`src/rtl/core/bfra_pkg.sv`:
```
// bfra_pkg: types, constants and status codes of the best-fit region allocator.
// Used by every module in rtl/core and by the bench; depends on nothing.
`timescale 1ns / 1ps
package bfra_pkg;
  localparam int MAX_PROCS = 127;
  localparam int MAX_HOLES = 128;
  localparam int ADDR_BITS = 16;
  localparam logic [15:0] MEM_RESET = 16'd4096;

  typedef enum logic [2:0] {
    ST_ALLOC = 3'd0,
    ST_FRAG  = 3'd1,
    ST_BIG   = 3'd2,
    ST_FREED = 3'd3,
    ST_NOID  = 3'd4,
    ST_FULL  = 3'd5
  } status_t;

  typedef struct packed {
    logic        kind;
    logic [15:0] proc_id;
    logic [15:0] request_size;
  } req_t;

  typedef struct packed {
    logic [2:0]  status;
    logic [15:0] region_start;
    logic [15:0] region_end;
    logic [15:0] total_free;
  } rsp_t;

  // owner entry carried along the owner cell chain
  typedef struct packed {
    logic                 valid;
    logic [15:0]          id;
    logic [ADDR_BITS-1:0] start;
    logic [ADDR_BITS-1:0] stop;
  } own_t;

  // hole entry carried along the hole cell chain
  typedef struct packed {
    logic                 valid;
    logic [ADDR_BITS-1:0] start;
    logic [ADDR_BITS-1:0] stop;
  } hole_t;
endpackage

```
`src/rtl/core/bfra_own_cell.sv`:
```
// bfra_own_cell: one owner table entry in the rotating owner chain.
// Depends on bfra_pkg.
`timescale 1ns / 1ps
module bfra_own_cell (
  input  logic          clk,
  input  logic          rst,
  input  logic          clr,
  input  logic          shift,
  input  bfra_pkg::own_t prev,
  output bfra_pkg::own_t cur
);
  always_ff @(posedge clk) begin
    if (rst || clr) begin
      cur.valid <= 1'b0;
    end else if (shift) begin
      cur <= prev;
    end
  end
endmodule

```
`config.mk`:
```
export PLATFORM = sky130hd
export DESIGN_NAME = bfra_own_cell
export DESIGN_NICKNAME = d
export VERILOG_FILES = /design/src/rtl/core/bfra_pkg.sv /design/src/rtl/core/bfra_own_cell.sv
export SDC_FILE = /design/constraint.sdc
export NUM_CORES = 1
export LEC_CHECK = 0
export BUFFER_PORTS_ARGS = -buffer_cell sky130_fd_sc_hd__buf_2
export CORE_UTILIZATION = 42
export CTS_BUF_LIST = sky130_fd_sc_hd__clkbuf_4 sky130_fd_sc_hd__clkbuf_8
export DETAILED_ROUTE_END_ITERATION = 12
export GPL_TIMING_DRIVEN = 0
export PLACE_DENSITY = 0.85
export SYNTH_ARGS = -nofsm -noshare
export SYNTH_HDL_FRONTEND = slang
export SYNTH_SLANG_ARGS = --single-unit
```
`constraint.sdc`:
```
create_clock -name clk -period 7.5 [get_ports clk]
set_input_delay 1.875 -clock clk [delete_from_list [all_inputs] [get_ports clk]]
set_output_delay 1.875 -clock clk [all_outputs]
set_load 0.01 [all_outputs]
```
==> flow_metrics.py <==
metrics = {
    "route": {
        "antenna_left": 0,
        "drt_iter0_markers": 31,
        "wl_um": 2880,
        "viasPerCell": 4.49,
        "vias": 943,
        "avgRoutedWirePerCell_um": 13.7,
        "first_pass_iters": 4,
        "remaining_drc_errors": 0,
    },
    "layout": {
        "seq_area_um2": 1460,
        "final_cells": 210,
        "final_design_area_no_fill_um2": 2150,
        "largest_register_ff_count": 49,
        "syn_to_final_growth_pct": 44.1,
        "multi_input_area_um2": 32.5,
        "drive_gt1_share_pct": 68.9,
        "post-route-util_pct": 63.8,
        "max_flop_register": "cur",
        "top_regs": "cur: 49 flops",
        "insertedDiodeCount": 0,
        "fill_cells": 266,
        "nets": 216,
    },
    "yosys": {
        "ys_ff_latch": 49,
        "avgSynthCellArea_um2": 28.6,
        "ys_seq_area_share_pct": 98.2,
        "synth_cell_types": 5,
        "synth-compound-area-share_pct": 0,
        "yosys.area_share.xor_xnor_pct": 0,
        "synth_area_um2": 1490,
        "synth_mux_area_share_pct": 0.672,
        "yosys.area_share.simple_pct": 1.18,
        "syn_inst": 52,
        "yosysWarnings": 0,
        "synth_top_family_by_area": "simple AND/OR/NAND/NOR gates",
        "syn_nets": 105,
        "synthAdderAreaFrac_pct": 0,
    },
    "sta": {
        "slew_headroom_pct": 61.5,
        "finalClockSkew_ps": 0,
        "post-route-period-util_pct": 38.5,
        "rsz0062_at_grt": "false",
        "finalCriticalPeriod_ps": 2890,
        "timing.setup.tns_ps": 0,
        "fmax_mhz": 346,
        "setup_viol": 0,
        "worstMarginPinSlew_ps": 575,
        "drv_slew": 0,
        "hold_violations": 0,
    },
    "min_path": {
        "holdPathStages": 2,
        "hold_path_class": "reg2reg",
    },
    "power": {
        "totalPowerFinal_mw": 0.467,
        "power.leakage_nw": 0.909,
        "ir_worst_vdd_mv": 0.138,
        "power_density_nw_per_um2": 218,
    },
    "cts": {
        "cts_buffer_depth": 2,
        "post_cts_resized": 0,
        "cts_tree": "yes",
        "cts_inserted_buffers": 5,
        "clockRootBuffer": "clkbuf_4",
        "ctsHoldBuffers": 0,
        "postCtsSetupBuffers": 0,
        "clock_latency_ps": 350,
        "clkSlewWorstSetupHoldPaths_ps": 130,
        "clock_sinks": 49,
        "htreeDepth": 2,
    },
    "worst_setup_path": {
        "cp.arrival_ps": 2960,
        "worstPathMaxFanout": 15,
        "crit_path_end_kind": "register",
        "start_kind": "primary input",
        "r2r_cells": 2,
        "critPathKind": "in2reg",
        "crit_required_ps": 7570,
    },
    "global_route": {
        "grt_pass1_vias": 953,
        "grt.overflow.total": 0,
        "grtUsageTotal_pct": 16.0,
        "grt_start_max_net_pins": 16,
        "antenna_found_initial": 0,
        "grt_pass1_wl_um": 3950,
    },
    "placed_design": {
        "gp_congestion": 0.678,
        "place_area_um2": 2090,
        "place.detailed.hpwl_um": 2270,
        "dp_cells": 202,
        "io_buffers": 101,
    },
    "die": {
        "die_x_um": 61.5,
        "start_util_pct": 44.3,
        "ioPinCount": 102,
        "rows": 21,
        "die_area_um2": 3790,
        "core_area_um2": 3360,
        "die_h_um": 61.5,
    },
    "job": {
        "max-cap-violations": 0,
    },
    "status": {
        "outcome": "finished clean",
    },
}
-- worst paths after layout --
path             end    start  slack [ps]
min          cur[48]  cur[48]         560
max reg2reg  cur[48]  cur[48]        6880
max           cur[9]      clr        4610
min reg2reg  cur[48]  cur[48]         560
-- logic make-up (layout without fill, tap and decap cells) --
logic type    after synthesis  after routing
mux                         1              1
buf+inv                     0            112
simple gates                2              2
flops                      49             49
-- power breakdown --
| group | switching [mW] | internal, mW |
|---|---|---|
| Clock | 0.0765 | 0.0356 |
| Sequential | 0.00319 | 0.314 |
| Combinational | 0.0188 | 0.0189 |
-- cells in the mapped netlist --
library cell,number,share of area (%)
nor3b_1,1,0.50
nor3_2,1,0.67
mux2i_1,1,0.67
dfxtp_1,1,1.3
edfxtp_1,48,97
-- routing by layer --
| metal | up-vias | routed length [µm] | global-route usage, % |
|---|---|---|---|
| met4 | 0 | 61 | 9.52 |
| met3 | 7 | 405 | 10.9 |
| met1 | 433 | 964 | 14.6 |
| li1 | 434 | - | - |
| met5 | - | 0 | 0 |
| met2 | 69 | 1450 | 26.1 |
-- critical path, stage by stage --
cell,delay [ps]
buf_2,120
nor3b_2,510
buf_6,260
buf_6,200
-- layout by cell type, fill, tap and decap left out --
cell,netlist,routed
clkinv_1,0,1
dfxtp_1,1,1
buf_2,0,101
buf_6,0,3
clkinv_2,0,1
nor3b_2,0,1
clkbuf_4,0,5
mux2i_1,1,1
edfxtp_1,48,48
nor3_2,1,1
clkinv_4,0,1
-- through the flow --
step | setup slack [ps] | hold slack (ps)
floorplan | 1550 | 561
global route | 4520 | 618
detailed placement | 4200 | 518
global placement | 706 | 510
finish | 4610 | 556
CTS | 4600 | 560
-- layout make-up --
type | count | area share (%)
tap | 46 | 2.68
clock buffer | 5 | 1.75
clock inverter | 3 | 0.816
timing repair buffer | 104 | 25.1
multi-input combinational | 3 | 1.52
sequential | 49 | 68.1
Note: power is estimated with default switching activity, not from simulation.
