## src/rtl/core/bfra_pkg.sv

```systemverilog
// bfra_pkg: types, constants and status codes of the best-fit region allocator.
// Used by every module in rtl/core and by the bench; depends on nothing.
`timescale 1ns / 1ps
package bfra_pkg;
  localparam int MAX_PROCS = 127;
  localparam int MAX_HOLES = 128;
  localparam int ADDR_BITS = 16;
  localparam logic [15:0] MEM_RESET = 16'd4096;

  typedef enum logic [2:0] {
    ST_ALLOC = 3'd0,
    ST_FRAG  = 3'd1,
    ST_BIG   = 3'd2,
    ST_FREED = 3'd3,
    ST_NOID  = 3'd4,
    ST_FULL  = 3'd5
  } status_t;

  typedef struct packed {
    logic        kind;
    logic [15:0] proc_id;
    logic [15:0] request_size;
  } req_t;

  typedef struct packed {
    logic [2:0]  status;
    logic [15:0] region_start;
    logic [15:0] region_end;
    logic [15:0] total_free;
  } rsp_t;

  // owner entry carried along the owner cell chain
  typedef struct packed {
    logic                 valid;
    logic [15:0]          id;
    logic [ADDR_BITS-1:0] start;
    logic [ADDR_BITS-1:0] stop;
  } own_t;

  // hole entry carried along the hole cell chain
  typedef struct packed {
    logic                 valid;
    logic [ADDR_BITS-1:0] start;
    logic [ADDR_BITS-1:0] stop;
  } hole_t;
endpackage

```

## src/rtl/core/bfra_hole_cell.sv

```systemverilog
// bfra_hole_cell: one hole table entry in the rotating hole chain.
// Depends on bfra_pkg.
`timescale 1ns / 1ps
module bfra_hole_cell (
  input  logic           clk,
  input  logic           rst,
  input  logic           clr,
  input  bfra_pkg::hole_t clr_val,
  input  logic           shift,
  input  bfra_pkg::hole_t prev,
  output bfra_pkg::hole_t cur
);
  always_ff @(posedge clk) begin
    if (rst || clr) begin
      cur <= clr_val;
    end else if (shift) begin
      cur <= prev;
    end
  end
endmodule

```

## config.mk

```make
export PLATFORM = sky130hd
export DESIGN_NAME = bfra_hole_cell
export DESIGN_NICKNAME = d
export VERILOG_FILES = /design/src/rtl/core/bfra_pkg.sv /design/src/rtl/core/bfra_hole_cell.sv
export SDC_FILE = /design/constraint.sdc
export NUM_CORES = 1
export LEC_CHECK = 0
export ABC_AREA = 1
export BUFFER_PORTS_ARGS = -buffer_cell sky130_fd_sc_hd__buf_2
export CAP_MARGIN = 10
export CELL_PAD_IN_SITES_DETAIL_PLACEMENT = 0
export CELL_PAD_IN_SITES_GLOBAL_PLACEMENT = 2
export CORE_ASPECT_RATIO = 1.5
export CORE_MARGIN = 1.5
export CORE_UTILIZATION = 24
export DETAILED_ROUTE_END_ITERATION = 12
export PLACE_DENSITY = 0.83
export RECOVER_POWER = 25
export SLEW_MARGIN = 20
export SYNTH_ARGS = -nofsm -noshare
export SYNTH_HDL_FRONTEND = slang
export SYNTH_SLANG_ARGS = --single-unit
```

## constraint.sdc

```tcl
create_clock -name clk -period 4.15 [get_ports clk]
set_input_delay 0.415 -clock clk [delete_from_list [all_inputs] [get_ports clk]]
set_output_delay 0.415 -clock clk [all_outputs]
set_load 0.02 [all_outputs]
```

==> impl_results.md, run 1 <==
- WP data arrival: 1.65 ns
- Peak VDD IR: 0.121 mV
- Sequential cell area: 991 µm²
- Post-synth EDFFs: 33
- HP Start: prev[16]
- Dpl cells: 313
- Fin crit period: 1.72 ns
- Reg with most FFs: cur
- Sw Ratio: 27.5%
- Wire length per cell: 12.6 µm
- Avg Cell Area, Syn: 10.4 µm²
- Via count: 1344
- N_diodes: 0
- Dominant cells by area after synthesis: edfxtp_1, nand2_1, o21ai_0
- First-pass GRT wire length: 6.21 mm
- Die Span Y: 99.8 µm
- Via/cell ratio: 4.20
- Post-synth top cells: nand2_1, edfxtp_1, o21ai_0, nand2_2
- Synth-to-layout area growth: 40.1%
- Post-synth ARST share: 0%
- Met3 WL: 333 µm
- Total grt overflow: 0
- Comb power frac: 19.1%
- Pint: 573 µW
- Synthesized cell area: 1500 µm²
- RSZ-0062 raised after global routing: false
- Post-CTS resize count: 0
- Worst-Margin Slew: 0.541 ns
- Share of the synthesized area in the top cell type: 66.1%
- CP Class: in -> reg
- M1 WL: 1.48 mm
- Routed WL: 4.03 mm
- Yosys top cell by area: edfxtp_1
- Placer Congestion: 0.660
- Largest net degree at the start of global routing: 35
- Clk slew on worst S/H paths: 0.06 ns
- Yosys reg bits: 33
- Run status: finished, final reports clean
- Post-Syn Instances: 144
- Register area share after synthesis: 66.1%
- GRT Resource Usage Total: 12.5%
- CTS root buffer: clkbuf_8
- DR top layer: met4
- Setup violators final: 0
- Sequential Power Share: 53.1%
- Final hold viol count: 0
- Die area: 6740 µm²
- NumNets Final: 316
- Cell variety after synth: 9
- Pre-Repair DR Iteration Count: 4
- Initial core utilization: 24.6%
- Metal2 WL: 2.17 mm
- CP max FO: 34
- Post-DP HPWL: 2.90 mm
- Clk network pwr share: 27.8%
- Yosys Warn Count: 0
- Startpoint types: input pin
- Fin. max-slew vios: 0
- Initial antenna violation count: 0
- Normalized max-slew margin: 63.9%
- CTS tree: built
- Ports: 103
- Num CTS Buffers: 5
- Drc violations: 0
- CP Launch Point: clr
- Required time of the critical path: 4.08 ns
- Filler instances: 683
- Biggest regs: cur: 33 flops
- LEAKAGE: 0.963 nW
- Number of DRC markers in iteration 0: 57
- Hold_buf cts: 0
- Top-count cell post-synth: nand2_1
- Fraction of the cycle the final worst path needs: 41.4%
- Die width: 67.5 µm
- Max_cap viols: 0
- Syn_nets: 214
- Worst Hold Class: in -> reg
- Clock tree sinks: 33
- Sw Pwr: 217 µW
- Clock Path Buffers: 2
- Non-filler instance count after layout: 320
- Post-Route Setup TNS: 0 ns
- Max reg flops: 33
- Core ar.: 6090 µm²
- Setup bufs post-CTS: 0
- Ratio of cells with drive above 1 in the final layout: 37.0%
- Max Clk Rate: 583 MHz
- Multi-input logic area: 440 µm²
- CP Capture Type: flop
- Antenna-violating nets left: 0
- # port buffers: 102
- Synth Flop Type: edfxtp_1
- Power per cell area: 376 nW/µm²
- # rows: 35
- Vias in the first global route: 1339
- H-Tree Depth: 2
cell families (layout without fill, tap and decap cells):
group                  count (synthesis)  after routing  share of synthesized area, %
AND/OR/NAND/NOR                       68             68                          18.4
AO/OA/AOI/OAI                         33             33                          11.0
buffers and inverters                 10            112                          4.51
flip-flops                            33             33                          66.1
per-layer routing:
metal | GRT usage [%] | vias to the layer above
met5 | 0 | -
met1 | 13.7 | 590
met3 | 3.59 | 2
met2 | 21.7 | 61
li1 | - | 691
met4 | 5.65 | 0
worst paths after layout:
check | endpoint | slack [ns] | cells after the start
setup / recovery | cur[7] | 2.43 | 4
hold / removal | cur[16] | 0.41 | 3
critical path: stages:
cell and delay, ns:
buf_2 0.43, nor2_4 0.23, nand2_1 0.15, buf_4 0.39
power by group through the flow:
stage	Combinational [mW]	Clock, mW	Sequential (mW)
2_1_floorplan	0.0386	0	0.474
3_3_place_gp	0.161	0	0.425
3_5_place_dp	0.160	0	0.426
4_1_cts	0.161	0.229	0.420
5_1_grt	0.169	0.242	0.423
6_report	0.151	0.220	0.419
area by class of cell:
type | count | area share [%]
flip-flops and latches | 33 | 47.2
repair buffers | 104 | 23.6
multi-input cells | 101 | 21.0
well taps | 74 | 4.41
clock buffers | 6 | 3.46
clock inverters | 1 | 0.179
inverters | 1 | 0.179
per-stage QoR:
step / total power, mW / cell area [µm²] / hold WS, ns / utilization (%) / setup slack (ns)
final: 0.790 / 2100 / 0.408 / 34.5 / 2.43
after global routing: 0.834 / 2100 / 0.407 / 34.5 / 2.22
after CTS: 0.809 / 2130 / 0.398 / 35.0 / 2.40
after detailed placement: 0.587 / 2050 / 0.691 / 33.7 / 2.14
after global placement: 0.586 / 2050 / 0.694 / 33.7 / 2.16
after floorplan: 0.513 / 1500 / 0.595 / - / 2.38
layout by cell type, fill, tap and decap left out, drive strengths merged:
cell | synthesis | layout
buf | 6 | 80
nand2 | 67 | 67
o21ai | 33 | 33
edfxtp | 33 | 33
clkbuf | 3 | 30
nor2 | 1 | 1
inv | 1 | 1
clkinv | 0 | 1
Note: power is estimated with default switching activity, not from simulation.
==> run 2: changes to the inputs <==
- CORE_UTILIZATION: 24 -> 20
- PLACE_DENSITY: 0.83 -> 0.74
- clock period: 4.15 -> 1.4 ns (I/O delays scaled with it)
==> impl_results.md, run 2 (same netlist as run 1, synthesis figures left out) <==
- Initial core utilization: 20.7% (was 24.6%)
- Required time of the critical path: 1.31 ns (was 4.08 ns)
- Worst path cell trace: clkbuf_1 > nor2_1 > nand2_2 > clkbuf_1 (was buf_2 > nor2_4 > nand2_1 > buf_4)
- HP Start: prev[4] (was prev[16])
- Largest net degree at the start of global routing: 34 (was 35)
- Setup violators final: 0 (unchanged)
- First-pass GRT wire length: 6.13 mm (was 6.21 mm)
- Slowest stage delay, CP: 0.55 ns (was 0.43 ns)
- Hold_buf cts: 0 (unchanged)
- Hold path cells: 3 (unchanged)
- Post-DP HPWL: 3.07 mm (was 2.90 mm)
- # rows: 38 (was 35)
- Peak VDD IR: 0.624 mV (was 0.121 mV)
- Post-Route Setup TNS: 0 ns (unchanged)
- Placed cell area: 2130 µm² (was 2050 µm²)
- N_diodes: 0 (unchanged)
- Antenna-violating nets left: 0 (unchanged)
- Initial antenna violation count: 0 (unchanged)
- Pre-Repair DR Iteration Count: 4 (unchanged)
- NumNets Final: 321 (was 316)
- Fin. max-slew vios: 0 (unchanged)
- Final Instance Area: 2220 µm² (was 2100 µm²)
- CTS tree: built (unchanged)
- Vias in the first global route: 1240 (was 1339)
- Clock Path Buffers: 2 (unchanged)
- Max_cap viols: 0 (unchanged)
- Placer Congestion: 0.698 (was 0.660)
- Worst Hold Class: in -> reg (unchanged)
- Clk slew on worst S/H paths: 0.07 ns (was 0.06 ns)
- Ports: 103 (unchanged)
- Via count: 1357 (was 1344)
- Biggest regs: cur: 33 flops (unchanged)
- CTS root buffer: clkbuf_8 (unchanged)
- Synth-to-layout area growth: 47.9% (was 40.1%)
- Post-CTS resize count: 0 (unchanged)
- Core ar.: 7230 µm² (was 6090 µm²)
- Crit path max-delay cell type: clkbuf_1 (was buf_2)
- Total grt overflow: 0 (unchanged)
- Reg with most FFs: cur (unchanged)
- CP Capture Type: flop (unchanged)
- Max Clk Rate: 935 MHz
- Routed WL: 4.18 mm (was 4.03 mm)
- Die width: 73.7 µm (was 67.5 µm)
- Via/cell ratio: 3.86 (was 4.20)
- Final hold viol count: 0 (unchanged)
- Filler instances: 786 (was 683)
- Commonest non-fill, non-tap cell in the layout: buf_2 (unchanged)
- Most used cell, CP: clkbuf_1
- Most frequent cells in the layout: buf_2, nand2_1, o21ai_0, edfxtp_1, nand2_2 (was buf_2, nand2_1, o21ai_0, edfxtp_1, clkbuf_1)
- LEAKAGE: 1.06 nW (was 0.963 nW)
- CP max FO: 13 (was 34)
- WP data arrival: 0.98 ns (was 1.65 ns)
- Ratio of cells with drive above 1 in the final layout: 47.2% (was 37.0%)
- # port buffers: 102 (unchanged)
- Post-layout util: 30.7% (was 34.5%)
- Fin crit period: 1.07 ns
- Die Span Y: 109 µm (was 99.8 µm)
- CP Launch Point: rst (was clr)
- Worst Setup EP: cur[17] (was cur[7])
- Setup bufs post-CTS: 0 (unchanged)
- Fraction of the cycle the final worst path needs: 76.4%
- Number of DRC markers in iteration 0: 107 (was 57)
- Power, Total: 2.59 mW (was 790 µW)
- GRT Resource Usage Total: 10.4% (was 12.5%)
- Wire length per cell: 11.9 µm (was 12.6 µm)
- Max reg flops: 33 (unchanged)
- CP Class: in -> reg (unchanged)
- Run status: finished, final reports clean (unchanged)
- Clock tree sinks: 33 (unchanged)
- Worst-Margin Slew: 0.731 ns (was 0.541 ns)
- Power per cell area: 1170 nW/µm² (was 376 nW/µm²)
- Normalized max-slew margin: 51.3% (was 63.9%)
- Startpoint types: input pin (unchanged)
- Die area: 8030 µm² (was 6740 µm²)
- RSZ-0062 raised after global routing: false (unchanged)
- Drc violations: 0 (unchanged)
- H-Tree Depth: 2 (unchanged)
- Num CTS Buffers: 5 (unchanged)
## run 2: area by class of cell
| class | count | area (µm²) | share of cell area (%) |
|---|---|---|---|
| clock buffers | 6 | 72.6 | 3.27 |
| flip-flops and latches | 33 | 991 | 44.7 |
| inverters | 1 | 3.75 | 0.169 |
| well taps | 100 | 125 | 5.64 |
| repair buffers | 109 | 556 | 25.1 |
| clock inverters | 2 | 33.8 | 1.52 |
| multi-input cells | 101 | 435 | 19.6 |
## run 2: worst max-delay path: cells and delay by family
family                 cells  cell delay (ns)
AND/OR/NAND/NOR            2             0.15
buffers and inverters      2             0.67
## run 2: per-layer routing
metal	vias up	track usage [%]	part of all wire [%]
li1	701	-	-
met4	0	4.76	2.0
met5	-	0	0
met1	592	12.1	40
met2	59	18.0	52
met3	5	1.85	6.0
## run 2: per-stage QoR
stage	hold slack, ns	cells	setup WS [ns]
3_5_place_dp	0.415	344	0.369
5_1_grt	0.129	352	0.238
6_report	0.125	352	0.331
2_1_floorplan	0.320	144	0.242
3_3_place_gp	0.413	344	0.392
4_1_cts	0.111	352	0.412
## run 2: worst min path at each step
stage / end / slack (ns)
floorplan: cur[5] / 0.32
global placement: cur[2] / 0.41
detailed placement: cur[27] / 0.41
CTS: cur[4] / 0.11
global route: cur[24] / 0.13
finish: cur[4] / 0.12
## run 2: report_power, final
part           switching, mW  total [mW]  internal, mW  leakage (nW)
sequential            0.0239        1.23          1.21         0.348
combinational          0.300       0.480         0.180         0.663
clock                  0.351       0.876         0.526        0.0528
total                  0.675        2.59          1.92          1.06
